<file path="config.mk">
export PLATFORM = sky130hd
export DESIGN_NAME = updown_gesture_detector_top
export DESIGN_NICKNAME = d
export VERILOG_FILES = /design/src/ugd_pkg.sv /design/src/ugd_hist_mem.sv /design/src/ugd_cfg_regs.sv /design/src/ugd_ctrl.sv /design/src/updown_gesture_detector_top.sv
export VERILOG_INCLUDE_DIRS = /design/src /design/src/src
export SDC_FILE = /design/constraint.sdc
export NUM_CORES = 1
export LEC_CHECK = 0
export BUFFER_PORTS_ARGS = -buffer_cell sky130_fd_sc_hd__buf_2
export CORE_AREA = 2 2 356 358
export DETAILED_ROUTE_END_ITERATION = 8
export DIE_AREA = 0 0 358 360
export PLACE_DENSITY_LB_ADDON = 0.25
export SYNTH_ARGS = -nofsm -noshare
export SYNTH_HDL_FRONTEND = slang
export SYNTH_SLANG_ARGS = --single-unit
</file>
<file path="constraint.sdc">
create_clock -name aclk -period 16.19 [get_ports aclk]
set_input_delay 4.0475 -clock aclk [delete_from_list [all_inputs] [get_ports aclk]]
set_output_delay 4.0475 -clock aclk [all_outputs]
set_load 0.01 [all_outputs]
</file>
<file path="src/updown_gesture_detector_top_macros.svh">
// ---------------------------------------------------------------------------
// Assertion macros for the up/down gesture detector
// Concurrent checks on aclk, disabled while aresetn is low.
// ---------------------------------------------------------------------------
`ifndef UPDOWN_GESTURE_DETECTOR_TOP_MACROS_SVH
`define UPDOWN_GESTURE_DETECTOR_TOP_MACROS_SVH

// Same-cycle implication.
`define UGD_ASSERT_NOW(lbl, ante, cons, msg) \
    lbl: assert property (@(posedge aclk) disable iff (!aresetn) \
        (ante) |-> (cons)) else $error(msg);

// Next-cycle implication.
`define UGD_ASSERT_NEXT(lbl, ante, cons, msg) \
    lbl: assert property (@(posedge aclk) disable iff (!aresetn) \
        (ante) |=> (cons)) else $error(msg);

`endif

</file>
<file path="src/ugd_pkg.sv">
// ---------------------------------------------------------------------------
// ugd_pkg
// Shared constants, register codes, state encoding and structs.
// ---------------------------------------------------------------------------
package ugd_pkg;

    localparam int HISTORY_DEPTH_DEF = 16;
    localparam int TIME_BITS_DEF     = 32;

    localparam int TIME_MS_W = 32;
    localparam int STEP_W    = 8;
    localparam int DELAY_W   = 16;
    localparam int CFG_IDX_W = 2;
    localparam int CFG_DAT_W = 16;
    localparam int SUM_W     = 9;   // saturating step sums, above any min_steps

    localparam logic [CFG_IDX_W-1:0] REG_AGE_LIMIT    = 2'd0;
    localparam logic [CFG_IDX_W-1:0] REG_COOLDOWN     = 2'd1;
    localparam logic [CFG_IDX_W-1:0] REG_MIN_STEPS    = 2'd2;
    localparam logic [CFG_IDX_W-1:0] REG_INITIAL_STEP = 2'd3;

    localparam logic [DELAY_W-1:0] AGE_LIMIT_RST    = 16'd400;
    localparam logic [DELAY_W-1:0] COOLDOWN_RST     = 16'd500;
    localparam logic [STEP_W-1:0]  MIN_STEPS_RST    = 8'd1;
    localparam logic [STEP_W-1:0]  INITIAL_STEP_RST = 8'd0;

    typedef enum logic [3:0] {
        ST_IDLE,
        ST_CHECK,
        ST_AGE_RD,
        ST_AGE_CHK,
        ST_PUSH_PREV,
        ST_PUSH_NEW,
        ST_SCAN_RD,
        ST_SCAN_CHK,
        ST_OUT
    } state_t;

    typedef struct packed {
        logic [DELAY_W-1:0] age_limit;
        logic [DELAY_W-1:0] cooldown;
        logic [STEP_W-1:0]  min_steps;
        logic               init_load;
        logic [STEP_W-1:0]  init_value;
    } cfg_t;

    typedef struct packed {
        logic              play_pause;
        logic              restore_valid;
        logic [STEP_W-1:0] restore_step;
        logic              in_cooldown;
    } result_t;

endpackage

</file>
<file path="src/ugd_hist_mem.sv">
// ---------------------------------------------------------------------------
// ugd_hist_mem
// History memory: one write port, one read port, registered read data.
// ---------------------------------------------------------------------------
module ugd_hist_mem #(
    parameter int HISTORY_DEPTH = ugd_pkg::HISTORY_DEPTH_DEF,
    parameter int TIME_BITS     = ugd_pkg::TIME_BITS_DEF
) (
    input  logic                             aclk,
    input  logic                             wr_en,
    input  logic [$clog2(HISTORY_DEPTH)-1:0] wr_addr,
    input  logic [TIME_BITS-1:0]             wr_time,
    input  logic [ugd_pkg::STEP_W-1:0]       wr_step,
    input  logic                             rd_en,
    input  logic [$clog2(HISTORY_DEPTH)-1:0] rd_addr,
    output logic [TIME_BITS-1:0]             rd_time,
    output logic [ugd_pkg::STEP_W-1:0]       rd_step
);

    localparam int WORD_W = TIME_BITS + ugd_pkg::STEP_W;

    logic [WORD_W-1:0] mem [HISTORY_DEPTH];
    logic [WORD_W-1:0] rd_word_reg;

    always_ff @(posedge aclk) begin
        if (wr_en) begin
            mem[wr_addr] <= {wr_time, wr_step};
        end
    end

    always_ff @(posedge aclk) begin
        if (rd_en) begin
            rd_word_reg <= mem[rd_addr];
        end
    end

    assign rd_time = rd_word_reg[WORD_W-1:ugd_pkg::STEP_W];
    assign rd_step = rd_word_reg[ugd_pkg::STEP_W-1:0];

endmodule

</file>
<file path="src/ugd_cfg_regs.sv">
// ---------------------------------------------------------------------------
// ugd_cfg_regs
// Configuration registers and the initial-step load strobe.
// ---------------------------------------------------------------------------
module ugd_cfg_regs (
    input  logic                            aclk,
    input  logic                            aresetn,
    input  logic                            cfg_wr_en,
    input  logic [ugd_pkg::CFG_IDX_W-1:0]   cfg_index,
    input  logic [ugd_pkg::CFG_DAT_W-1:0]   cfg_wdata,
    output ugd_pkg::cfg_t                   cfg
);

    logic [ugd_pkg::DELAY_W-1:0] age_limit_reg;
    logic [ugd_pkg::DELAY_W-1:0] cooldown_reg;
    logic [ugd_pkg::STEP_W-1:0]  min_steps_reg;

    always_ff @(posedge aclk) begin
        if (!aresetn) begin
            age_limit_reg <= ugd_pkg::AGE_LIMIT_RST;
            cooldown_reg  <= ugd_pkg::COOLDOWN_RST;
            min_steps_reg <= ugd_pkg::MIN_STEPS_RST;
        end else if (cfg_wr_en) begin
            unique case (cfg_index)
                ugd_pkg::REG_AGE_LIMIT:    age_limit_reg <= cfg_wdata;
                ugd_pkg::REG_COOLDOWN:     cooldown_reg  <= cfg_wdata;
                ugd_pkg::REG_MIN_STEPS:    min_steps_reg <= cfg_wdata[ugd_pkg::STEP_W-1:0];
                ugd_pkg::REG_INITIAL_STEP: ;  // lands in the controller's prev_step
                default: ;
            endcase
        end
    end

    always_comb begin
        cfg.age_limit  = age_limit_reg;
        cfg.cooldown   = cooldown_reg;
        cfg.min_steps  = min_steps_reg;
        cfg.init_load  = cfg_wr_en && (cfg_index == ugd_pkg::REG_INITIAL_STEP);
        cfg.init_value = cfg_wdata[ugd_pkg::STEP_W-1:0];
    end

endmodule

</file>
<file path="src/ugd_ctrl.sv">
// ---------------------------------------------------------------------------
// ugd_ctrl
// Sequencer: cooldown check, aging, append and gesture scan over the
// circular history kept in ugd_hist_mem.
// ---------------------------------------------------------------------------
module ugd_ctrl #(
    parameter int HISTORY_DEPTH = ugd_pkg::HISTORY_DEPTH_DEF,
    parameter int TIME_BITS     = ugd_pkg::TIME_BITS_DEF
) (
    input  logic                             aclk,
    input  logic                             aresetn,
    input  ugd_pkg::cfg_t                    cfg,
    // item in
    input  logic                             in_valid,
    output logic                             in_ready,
    input  logic [TIME_BITS-1:0]             in_time,
    input  logic [ugd_pkg::STEP_W-1:0]       in_step,
    // result out
    output logic                             res_valid,
    input  logic                             res_take,
    output ugd_pkg::result_t                 res,
    // history memory
    output logic                             mem_wr_en,
    output logic [$clog2(HISTORY_DEPTH)-1:0] mem_wr_addr,
    output logic [TIME_BITS-1:0]             mem_wr_time,
    output logic [ugd_pkg::STEP_W-1:0]       mem_wr_step,
    output logic                             mem_rd_en,
    output logic [$clog2(HISTORY_DEPTH)-1:0] mem_rd_addr,
    input  logic [TIME_BITS-1:0]             mem_rd_time,
    input  logic [ugd_pkg::STEP_W-1:0]       mem_rd_step
);

    localparam int PTR_W = $clog2(HISTORY_DEPTH);
    localparam int CNT_W = $clog2(HISTORY_DEPTH + 1);
    localparam int ADD_W = CNT_W + 1;
    localparam logic [CNT_W-1:0] CNT_FULL = CNT_W'(HISTORY_DEPTH);
    localparam logic [ADD_W-1:0] DEPTH_A  = ADD_W'(HISTORY_DEPTH);
    localparam int SW = ugd_pkg::SUM_W;

    ugd_pkg::state_t state_reg, state_next;

    logic [PTR_W-1:0]           head_reg;
    logic [CNT_W-1:0]           count_reg;
    logic [PTR_W-1:0]           idx_reg;
    logic [TIME_BITS-1:0]       now_reg;
    logic [ugd_pkg::STEP_W-1:0] step_reg;
    logic [ugd_pkg::STEP_W-1:0] prev_step_reg;
    logic                       detected_reg;
    logic [TIME_BITS-1:0]       detect_time_reg;
    logic [ugd_pkg::STEP_W-1:0] saved_step_reg;
    logic [ugd_pkg::STEP_W-1:0] last_step_reg;
    logic [ugd_pkg::STEP_W-1:0] oldest_reg;
    logic [SW-1:0]              up_reg;
    logic [SW-1:0]              down_reg;
    logic                       fell_reg;
    ugd_pkg::result_t           res_reg;

    // Circular index: base + offset, folded once into the depth.
    function automatic logic [PTR_W-1:0] wrap_add(input logic [PTR_W-1:0] base,
                                                  input logic [CNT_W-1:0] off);
        logic [ADD_W-1:0] sum;
        sum = ADD_W'(base) + ADD_W'(off);
        if (sum >= DEPTH_A) begin
            sum = sum - DEPTH_A;
        end
        return sum[PTR_W-1:0];
    endfunction

    function automatic logic [SW-1:0] sat_add(input logic [SW-1:0] acc,
                                              input logic [ugd_pkg::STEP_W-1:0] d);
        logic [SW:0] sum;
        sum = {1'b0, acc} + (SW+1)'(d);
        return sum[SW] ? {SW{1'b1}} : sum[SW-1:0];
    endfunction

    logic [PTR_W-1:0]     head_inc;
    logic [PTR_W-1:0]     tail_addr;
    logic [TIME_BITS-1:0] entry_age;
    logic [TIME_BITS-1:0] cool_age;
    logic                 too_old;
    logic                 cool;
    logic                 rise;
    logic                 drop;
    logic [SW-1:0]        up_next;
    logic [SW-1:0]        down_next;
    logic                 match;
    logic                 scan_last;

    assign head_inc  = wrap_add(head_reg, CNT_W'(1));
    assign tail_addr = wrap_add(head_reg, count_reg);
    assign entry_age = now_reg - mem_rd_time;
    assign cool_age  = now_reg - detect_time_reg;
    assign too_old   = entry_age > TIME_BITS'(cfg.age_limit);
    assign cool      = detected_reg && (cool_age < TIME_BITS'(cfg.cooldown));
    assign rise      = (mem_rd_step > last_step_reg) && !fell_reg;
    assign drop      = mem_rd_step < last_step_reg;
    assign up_next   = rise ? sat_add(up_reg, mem_rd_step - last_step_reg) : up_reg;
    assign down_next = drop ? sat_add(down_reg, last_step_reg - mem_rd_step) : down_reg;
    assign match     = (idx_reg != '0)
                       && (up_next >= SW'(cfg.min_steps))
                       && (down_next >= SW'(cfg.min_steps));
    assign scan_last = (CNT_W'(idx_reg) + CNT_W'(1)) >= count_reg;

    // Next state
    always_comb begin
        state_next = state_reg;
        unique case (state_reg)
            ugd_pkg::ST_IDLE:      if (in_valid) state_next = ugd_pkg::ST_CHECK;
            ugd_pkg::ST_CHECK:     state_next = cool ? ugd_pkg::ST_OUT : ugd_pkg::ST_AGE_RD;
            ugd_pkg::ST_AGE_RD:    state_next = (count_reg == '0) ? ugd_pkg::ST_PUSH_PREV
                                                                   : ugd_pkg::ST_AGE_CHK;
            ugd_pkg::ST_AGE_CHK:   state_next = too_old ? ugd_pkg::ST_AGE_RD
                                                        : ugd_pkg::ST_PUSH_NEW;
            ugd_pkg::ST_PUSH_PREV: state_next = ugd_pkg::ST_PUSH_NEW;
            ugd_pkg::ST_PUSH_NEW:  state_next = ugd_pkg::ST_SCAN_RD;
            ugd_pkg::ST_SCAN_RD:   state_next = ugd_pkg::ST_SCAN_CHK;
            ugd_pkg::ST_SCAN_CHK:  state_next = (match || scan_last) ? ugd_pkg::ST_OUT
                                                                     : ugd_pkg::ST_SCAN_RD;
            ugd_pkg::ST_OUT:       if (res_take) state_next = ugd_pkg::ST_IDLE;
            default:               state_next = ugd_pkg::ST_IDLE;
        endcase
    end

    // Outputs
    always_comb begin
        in_ready    = 1'b0;
        res_valid   = 1'b0;
        mem_wr_en   = 1'b0;
        mem_wr_addr = tail_addr;
        mem_wr_time = now_reg;
        mem_wr_step = step_reg;
        mem_rd_en   = 1'b0;
        mem_rd_addr = head_reg;
        unique case (state_reg)
            ugd_pkg::ST_IDLE:      in_ready = 1'b1;
            ugd_pkg::ST_AGE_RD:    mem_rd_en = (count_reg != '0);
            ugd_pkg::ST_PUSH_PREV: begin
                mem_wr_en   = 1'b1;
                mem_wr_step = prev_step_reg;
            end
            ugd_pkg::ST_PUSH_NEW:  begin
                mem_wr_en = 1'b1;
                if (count_reg == CNT_FULL) begin
                    mem_wr_addr = head_reg;  // overwrite the oldest slot
                end
            end
            ugd_pkg::ST_SCAN_RD:   begin
                mem_rd_en   = 1'b1;
                mem_rd_addr = wrap_add(head_reg, CNT_W'(idx_reg));
            end
            ugd_pkg::ST_OUT:       res_valid = 1'b1;
            default: ;
        endcase
    end

    assign res = res_reg;

    // Control state
    always_ff @(posedge aclk) begin
        if (!aresetn) begin
            state_reg       <= ugd_pkg::ST_IDLE;
            head_reg        <= '0;
            count_reg       <= '0;
            prev_step_reg   <= ugd_pkg::INITIAL_STEP_RST;
            detected_reg    <= 1'b0;
            detect_time_reg <= '0;
            saved_step_reg  <= '0;
        end else begin
            state_reg <= state_next;
            if (cfg.init_load) begin
                prev_step_reg <= cfg.init_value;
            end
            unique case (state_reg)
                ugd_pkg::ST_CHECK:     if (cool) count_reg <= '0;
                ugd_pkg::ST_AGE_CHK:   if (too_old) begin
                    head_reg  <= head_inc;
                    count_reg <= count_reg - CNT_W'(1);
                end
                ugd_pkg::ST_PUSH_PREV: count_reg <= count_reg + CNT_W'(1);
                ugd_pkg::ST_PUSH_NEW:  begin
                    prev_step_reg <= step_reg;
                    if (count_reg == CNT_FULL) begin
                        head_reg <= head_inc;
                    end else begin
                        count_reg <= count_reg + CNT_W'(1);
                    end
                end
                ugd_pkg::ST_SCAN_CHK:  if (match) begin
                    detected_reg    <= 1'b1;
                    detect_time_reg <= now_reg;
                    saved_step_reg  <= oldest_reg;
                    prev_step_reg   <= oldest_reg;
                    count_reg       <= '0;
                end
                default: ;
            endcase
        end
    end

    // Item and scan datapath
    always_ff @(posedge aclk) begin
        unique case (state_reg)
            ugd_pkg::ST_IDLE:     begin
                now_reg  <= in_time;
                step_reg <= in_step;
            end
            ugd_pkg::ST_CHECK:    begin
                res_reg.play_pause    <= 1'b0;
                res_reg.restore_valid <= cool;
                res_reg.restore_step  <= cool ? saved_step_reg : '0;
                res_reg.in_cooldown   <= cool;
            end
            ugd_pkg::ST_PUSH_NEW: begin
                idx_reg  <= '0;
                up_reg   <= '0;
                down_reg <= '0;
                fell_reg <= 1'b0;
            end
            ugd_pkg::ST_SCAN_CHK: begin
                last_step_reg <= mem_rd_step;
                idx_reg       <= idx_reg + PTR_W'(1);
                if (idx_reg == '0) begin
                    oldest_reg <= mem_rd_step;
                end else begin
                    up_reg   <= up_next;
                    down_reg <= down_next;
                    fell_reg <= fell_reg || drop;
                end
                if (match) begin
                    res_reg.play_pause    <= 1'b1;
                    res_reg.restore_valid <= 1'b1;
                    res_reg.restore_step  <= oldest_reg;
                end
            end
            default: ;
        endcase
    end

endmodule

</file>
<file path="src/updown_gesture_detector_top.sv">
// ---------------------------------------------------------------------------
// updown_gesture_detector_top
// Detects an up-then-down gesture in a stream of step-change transactions
// and asks for the level to be restored after a detection.
// ---------------------------------------------------------------------------
//
//   channel   | ports                                   | transfer
//   ----------+-----------------------------------------+--------------------
//   input     | s_valid s_ready s_time_ms s_step_index  | valid && ready
//   result    | m_valid m_ready m_play_pause            | valid && ready
//             |   m_restore_valid m_restore_step        |
//             |   m_in_cooldown                         |
//   config    | cfg_wr_en cfg_index cfg_wdata           | wr_en high
//
// One transaction at a time. A cooldown hit goes from the check straight to the result.
// Otherwise aging drops entries older than the age limit, the previous step
//   is pushed first when the history is or becomes empty, the new step is
//   pushed and the entries are scanned: every history read is issued in one
//   state and its registered data is used in the next.
// Reset (aresetn low, synchronous) empties the history and clears the
//   cooldown; no memory clearing pass is needed.
// A stalled result sits in the output register; the next input transaction
//   is still taken and its result waits in the controller until the
//   register frees.
// ---------------------------------------------------------------------------
`include "updown_gesture_detector_top_macros.svh"

module updown_gesture_detector_top #(
    parameter int HISTORY_DEPTH = ugd_pkg::HISTORY_DEPTH_DEF,
    parameter int TIME_BITS     = ugd_pkg::TIME_BITS_DEF
) (
    input  logic                            aclk,
    input  logic                            aresetn,
    // configuration writes
    input  logic                            cfg_wr_en,
    input  logic [ugd_pkg::CFG_IDX_W-1:0]   cfg_index,
    input  logic [ugd_pkg::CFG_DAT_W-1:0]   cfg_wdata,
    // input transactions
    input  logic                            s_valid,
    output logic                            s_ready,
    input  logic [ugd_pkg::TIME_MS_W-1:0]   s_time_ms,
    input  logic [ugd_pkg::STEP_W-1:0]      s_step_index,
    // result transactions
    output logic                            m_valid,
    input  logic                            m_ready,
    output logic                            m_play_pause,
    output logic                            m_restore_valid,
    output logic [ugd_pkg::STEP_W-1:0]      m_restore_step,
    output logic                            m_in_cooldown
);

    localparam int PTR_W = $clog2(HISTORY_DEPTH);

    ugd_pkg::cfg_t        cfg;
    ugd_pkg::result_t     res;
    logic                 res_valid;
    logic                 out_free;
    logic [TIME_BITS-1:0] in_time;

    logic                       mem_wr_en;
    logic [PTR_W-1:0]           mem_wr_addr;
    logic [TIME_BITS-1:0]       mem_wr_time;
    logic [ugd_pkg::STEP_W-1:0] mem_wr_step;
    logic                       mem_rd_en;
    logic [PTR_W-1:0]           mem_rd_addr;
    logic [TIME_BITS-1:0]       mem_rd_time;
    logic [ugd_pkg::STEP_W-1:0] mem_rd_step;

    logic             m_valid_reg;
    ugd_pkg::result_t m_data_reg;

    // Fit the millisecond stamp to the internal time width; wrap follows it.
    if (TIME_BITS >= ugd_pkg::TIME_MS_W) begin : g_time_ext
        assign in_time = TIME_BITS'(s_time_ms);
    end else begin : g_time_cut
        assign in_time = s_time_ms[TIME_BITS-1:0];
    end

    ugd_cfg_regs u_cfg (
        .aclk      (aclk),
        .aresetn   (aresetn),
        .cfg_wr_en (cfg_wr_en),
        .cfg_index (cfg_index),
        .cfg_wdata (cfg_wdata),
        .cfg       (cfg)
    );

    ugd_hist_mem #(
        .HISTORY_DEPTH (HISTORY_DEPTH),
        .TIME_BITS     (TIME_BITS)
    ) u_mem (
        .aclk    (aclk),
        .wr_en   (mem_wr_en),
        .wr_addr (mem_wr_addr),
        .wr_time (mem_wr_time),
        .wr_step (mem_wr_step),
        .rd_en   (mem_rd_en),
        .rd_addr (mem_rd_addr),
        .rd_time (mem_rd_time),
        .rd_step (mem_rd_step)
    );

    ugd_ctrl #(
        .HISTORY_DEPTH (HISTORY_DEPTH),
        .TIME_BITS     (TIME_BITS)
    ) u_ctrl (
        .aclk        (aclk),
        .aresetn     (aresetn),
        .cfg         (cfg),
        .in_valid    (s_valid),
        .in_ready    (s_ready),
        .in_time     (in_time),
        .in_step     (s_step_index),
        .res_valid   (res_valid),
        .res_take    (out_free),
        .res         (res),
        .mem_wr_en   (mem_wr_en),
        .mem_wr_addr (mem_wr_addr),
        .mem_wr_time (mem_wr_time),
        .mem_wr_step (mem_wr_step),
        .mem_rd_en   (mem_rd_en),
        .mem_rd_addr (mem_rd_addr),
        .mem_rd_time (mem_rd_time),
        .mem_rd_step (mem_rd_step)
    );

    // Output register: load when empty or being drained this cycle.
    assign out_free = !m_valid_reg || m_ready;

    always_ff @(posedge aclk) begin
        if (!aresetn) begin
            m_valid_reg <= 1'b0;
        end else if (out_free) begin
            m_valid_reg <= res_valid;
        end
    end

    always_ff @(posedge aclk) begin
        if (out_free && res_valid) begin
            m_data_reg <= res;
        end
    end

    assign m_valid         = m_valid_reg;
    assign m_play_pause    = m_data_reg.play_pause;
    assign m_restore_valid = m_data_reg.restore_valid;
    assign m_restore_step  = m_data_reg.restore_step;
    assign m_in_cooldown   = m_data_reg.in_cooldown;

    // The controller is busy after each accepted transaction.
    `UGD_ASSERT_NEXT(a_busy_after_accept, s_valid && s_ready, !s_ready,
        "input accepted on two consecutive cycles")
    // A detection is never a cooldown answer and always restores.
    `UGD_ASSERT_NOW(a_detect_restores, m_valid && m_play_pause,
        m_restore_valid && !m_in_cooldown, "detection without restore")
    // No restore means a zero step.
    `UGD_ASSERT_NOW(a_zero_step, m_valid && !m_restore_valid,
        m_restore_step == '0, "restore step set without restore")

endmodule
</file>
; ---- Word-level counts from Yosys, hierarchy flattened
; Memory sizes are Yosys's and may differ from the RTL's. A register that Yosys moved wholly into a read port is not among the register bits.
; Index checks and enable logic that the tools add are counted.
; W data, S select, Z words.
[word_totals]
reg_bits = 204
ramBits = 640
inputBits = 63
output_inout_bits = 13
memories = 1
[op_classes]
addsub = 16
order_cmp = 10
eq_ne = 20
muxes = 45
n_reduce_logical = 32
[mem_list]
columns = name, words, word_bits, rd, rd_ports_with_merged_regs, wr, line_no
row1 = u_mem.mem, 16, 40, 1, 1, 1, ugd_hist_mem.sv:22  ; logic [WORD_W-1:0] mem [HISTORY_DEPTH];
[op_table]
columns = op, n
row1 = $sub A32 B32 Y32, 2
row2 = $mux W9, 6
row3 = $mux W4, 12
row4 = $pmux W4 S9, 1
row5 = $pmux W9 S2, 2
row6 = $gt A32 B16 Y1, 1
row7 = $lt A32 B16 Y1, 1
row8 = $mux W8, 4
row9 = $pmux W5 S5, 1
row10 = $add A9 B8 Y10, 2
row11 = $mux W5, 4
row12 = $pmux W10 S2, 1
row13 = $ge A9 B8 Y1, 2
row14 = $eq A4 B3 Y1 const B, 4
row15 = $pmux W4 S2, 2
row16 = $pmux W8 S2, 1
row17 = $reduce_and A2 Y1, 8
row18 = $sub A8 B8 Y8, 2
row19 = $sub A4 B1 Y4 const B, 3
row20 = $add A4 B1 Y5 const B, 2
row21 = $ge A5 B5 Y1 const B, 2
row22 = $mux W10, 1
row23 = $reduce_bool A5 Y1, 2
row24 = $eq A4 B2 Y1 const B, 2
row25 = 30 further kinds, 55

; ---- Logic depth before layout (Yosys ltp)
[depth]
word_depth = 10
depth_mapped = 29
depth_no_buf = 28

; ---- Cells and area by module
; A second synthesis with hierarchy kept.
[unflattened]
hier_cells = 2742
hier_area_um2 = 40407.5
[modules_own_cells]
columns = module, instances, cells_per_inst, area_each_um2, seq_area_each_um2
row1 = ugd_hist_mem, 1, 1040, 25532.0, 20419.6
row2 = ugd_ctrl, 1, 1517, 12803.5, 3943.8
row3 = ugd_cfg_regs, 1, 169, 1684.1, 800.8
row4 = updown_gesture_detector_top, 1, 16, 387.9, 350.3

; ---- Least setup slack after synthesis
; Ideal clock, no wire load.
[synth_timing]
kind = register -> output
from = register u_ctrl.state_reg[1]
to = output s_ready
arrival_time_ps = 4719
path_slack_ps = 7423
path_stages_with_launch = 3
cell_sequence = dfxtp_1 clkbuf_1 nor4_1
[synth_via]
elab_chain_cells = 2
[synth_lines]
columns = item, line_no
row1 = "start, declared", ugd_ctrl.sv:40  ; ugd_pkg::state_t state_reg, state_next;
row2 = "start signal, assigned", ugd_ctrl.sv:161  ; state_reg <= ugd_pkg::ST_IDLE;
row3 = "start signal, assigned", ugd_ctrl.sv:169  ; state_reg <= state_next;
row4 = $logic_not A4 Y1, ugd_ctrl.sv:134  ; unique case (state_reg)
row5 = $mux W1, ugd_ctrl.sv:134
row6 = "end, declared", updown_gesture_detector_top.sv:40  ; output logic s_ready,
; Every way passes these cells.

; ---- Final worst setup path
[layout_timing]
from = register u_mem.rd_word_reg[0], read port of u_mem.mem
to = register u_ctrl.res_reg, in the netlist u_ctrl.res[10] (enable)
[layout_via]
elab_chain_cells = 9
[layout_lines]
columns = item, line_no
row1 = "start, declared", ugd_hist_mem.sv:23  ; logic [WORD_W-1:0] rd_word_reg;
row2 = $sub A8 B8 Y8, ugd_ctrl.sv:97  ; assign up_next = rise ? sat_add(up_reg, mem_rd_step - last_step_reg) : up_reg;
row3 = $add A9 B8 Y10, ugd_ctrl.sv:72  ; sum = {1'b0, acc} + (SW+1)'(d);
row4 = $mux W9, ugd_ctrl.sv:73  ; return sum[SW] ? {SW{1'b1}} : sum[SW-1:0];
row5 = $mux W9, ugd_ctrl.sv:97
row6 = $ge A9 B8 Y1, ugd_ctrl.sv:100  ; && (up_next >= SW'(cfg.min_steps))
row7 = $logic_and A1 B1 Y1, ugd_ctrl.sv:100
row8 = $logic_and A1 B1 Y1 *, ugd_ctrl.sv:101  ; && (down_next >= SW'(cfg.min_steps));
row9 = $ne A2 B1 Y1 (no source line) *, n/a
row10 = $reduce_and A2 Y1 (no source line) *, n/a
row11 = "end, declared", ugd_ctrl.sv:56  ; ugd_pkg::result_t res_reg;
; Mark *: on every way between the ends. The rest lies on a longest branch, timed or not.
; A chain may end at the register's enable or synchronous reset.

==> flow_summary.yaml <==
place:
  io_buffer_count: 75
  routabilityCongestion: 0.875
  detailed_place_hpwl_microns: 64500
cts:
  htreeDepth: 3
  cts.path.max_buffers: 3
  clkSlewWorstSetupHoldPaths_ns: 0.06
  cts_tree: "built"
  post_cts_buffers: 0
  holdBufCountCts: 0
  cts_resized: 0
  clockRootBuffer: "clkbuf_16"
  cts_buffers: 93
  cts.sinks: 884
  clk_latency_ns: 0.66
pwr:
  clockPowerShare_pct: 37.1
  p_total_mw: 5.75
  ir_drop_mv: 0.0978
  pwr-share-comb_pct: 15.5
  power.density_nw_per_um2: 124
  power.internal_mw: 4.18
  power.leakage_nw: 15.5
  sw_frac_of_total_pct: 27.3
  seq_power_share_pct: 47.4
  p_sw_mw: 1.57
job:
  cap_violations: 0
logic_synthesis:
  synth_fa_ha_area_share_pct: 5.23
  synth-xor-area-share_pct: 1.52
  synthTopCellsByArea: "edfxtp_1 (57%), nand2_1 (5.2%), dfxtp_1 (5.0%), ha_1 (4.8%), a211oi_1 (4.0%)"
  syn-num-nets: 3694
  yosys.area.top_type: "edfxtp_1"
  synth_area_sq_um: 41000
  synthCells: 3465
  synthMuxAreaShare_pct: 1.08
  avgSynthCellArea_sq_um: 11.8
  yosys_warnings: 0
  synthSimpleGateAreaFrac_pct: 11.9
  ys_types: 79
  synth_most_common_cell: "edfxtp_1"
  synth.ff_latch_count: 884
  synth_compound_area_share_pct: 14.7
  ys.flop_type: "edfxtp_1"
  synth_top_area_share_pct: 57.2
  async_flop_share_pct: 0
  synth_edf_count: 781
  ys_seq_area_share_pct: 62.3
  synth_top_family_by_area: "compound AO/OA/AOI/OAI gates"
  synth_common_cells: "edfxtp_1 (781), nand2_1 (567), a21oi_1 (241)"
critical_path:
  worstSetupStartpointType: "flip-flop"
  critical_path_class: "flip-flop to flip-flop"
  arrival_ns: 7.18
  cp-end-kind: "flip-flop"
  worstPathRequired_ns: 16.47
  crit_fanout: 41
global_route:
  grtUsageTotal_pct: 17.0
  grt_max_degree: 180
  grt_pass1_vias: 25900
  grt_overflow: 0
  antenna_found_initial: 1
  grt_pass1_wl_microns: 167000
layout:
  diodes: 0
  seq_area_sq_um: 25500
  multiInputGateArea_sq_um: 14300
  final_net_count: 3720
  largest_reg_flops: 640
  drive_gt1_share_pct: 9.07
  nFillCells: 12100
  syn2layout_area_growth_pct: 13.1
route:
  wl_per_cell_microns: 21.5
  drc: 0
  drtAntennaViolNets: 0
  drt_first_pass_iters: 5
  vias: 27100
  viasPerCell: 5.20
  drt-initial-drc-count: 2176
  wl_microns: 112000
timing:
  tightest_slew_ns: 1.13
  final.setup_skew_ns: 0.0242
  rsz0062_at_grt: "false"
  hold_viol_final: 0
  setup_viol: 0
  max_freq_mhz: 145
  period_minus_slack_ns: 6.90
  setup_tns_ns: 0
  drv_slew: 0
  period_share_pct: 42.6
  fin_hold_ws_ns: 0.423
  slew_headroom_pct: 24.7
floorplanning:
  die_height_microns: 360
  start_util_pct: 32.8
  die_area_sq_um: 129000
  coreArea_sq_um: 125000
  rows: 130
  fp.dieW_microns: 358
  ios: 76
status:
  status: "completed"
worst_hold_path:
  hold_path.class: "flip-flop to flip-flop"
## power groups by stage
stage	Combinational (mW)	Sequential (mW)	Clock [mW]
6_report	0.890	2.73	2.13
2_1_floorplan	0.583	2.76	0
3_5_place_dp	0.888	2.78	0
4_1_cts	0.892	2.73	2.18
3_3_place_gp	0.882	2.78	0
5_1_grt	0.992	2.73	2.26
## metrics by stage
| stage | area, sq um | util [%] | setup slack [ns] | cells |
|---|---|---|---|---|
| finish | 46300 | 37.1 | 9.29 | 5213 |
| global placement | 43300 | 34.7 | 9.43 | 5046 |
| global route | 46300 | 37.1 | 8.57 | 5213 |
| detailed placement | 43300 | 34.7 | 9.32 | 5046 |
| floorplan | 41000 | - | 7.42 | 3465 |
| CTS | 46300 | 37.1 | 9.29 | 5213 |
## final cells by class
type | count | share of cell area, %
inverter | 152 | 1.23
multi-input combinational | 2226 | 30.9
timing repair buffer | 134 | 1.85
clock buffer | 108 | 5.21
sequential | 884 | 55.1
tap | 1650 | 4.46
clock inverter | 59 | 1.27
## critical path, stage by stage (launching register included)
cell      delay (ns)
edfxtp_1        0.43
inv_1           0.08
ha_1            0.14
inv_1           0.06
fa_1            0.40
a21oi_1         0.22
inv_1           0.06
a21oi_1         0.18
xnor2_1         0.15
ha_1            0.29
o21a_1          0.14
o41ai_1         0.58
nor2b_1         0.10
o21ai_0         0.16
nand2_1         0.18
o22ai_1         0.24
ha_1            0.27
nand2b_1        0.14
a21o_1          0.17
a21o_1          0.18
a211oi_1        0.22
o21ai_0         0.11
o211ai_1        0.10
a311o_1         0.59
or2_2           0.81
nand2_1         0.48
## per-layer routing
layer  GRT usage [%]  vias up  part of all wire [%]
met2            28.4      552                    48
met1            23.7    13400                    46
met4            3.82        2                   2.0
met5               0        -                 0.012
li1                -    13000                     -
met3            1.94      126                   3.6
## cell families after synthesis
kind of cell,Yosys count
AOI/OAI and AO/OA,895
xor gates and xnor gates,71
adders and majority gates,166
buffers and inverters,355
DFF,884
muxes,43
and+or+nand+nor,1051
## cells in the final DEF, fill, tap and decap left out, types with 56 or more instances in the layout
master / n
clkbuf_16: 94
buf_2: 75
a31oi_1: 93
and2_1: 184
a311oi_1: 81
nor2_1: 89
edfxtp_1: 781
a21oi_1: 241
nand2_1: 567
a211oi_1: 221
buf_4: 56
ha_1: 157
inv_1: 151
o21ai_0: 69
dfxtp_1: 103
## worst paths after layout
path	from	to	slack (ns)	cells past startpoint
setup / recovery	u_mem.rd_word_reg[0]	u_ctrl.res[10]	9.29	25
setup reg to reg	u_mem.rd_word_reg[0]	u_ctrl.res[10]	9.29	25
hold / removal	u_ctrl.res[10]	m_play_pause	0.42	0
hold reg to reg	u_ctrl.res[10]	m_play_pause	0.42	0
Power figures use the tool's default switching activity.
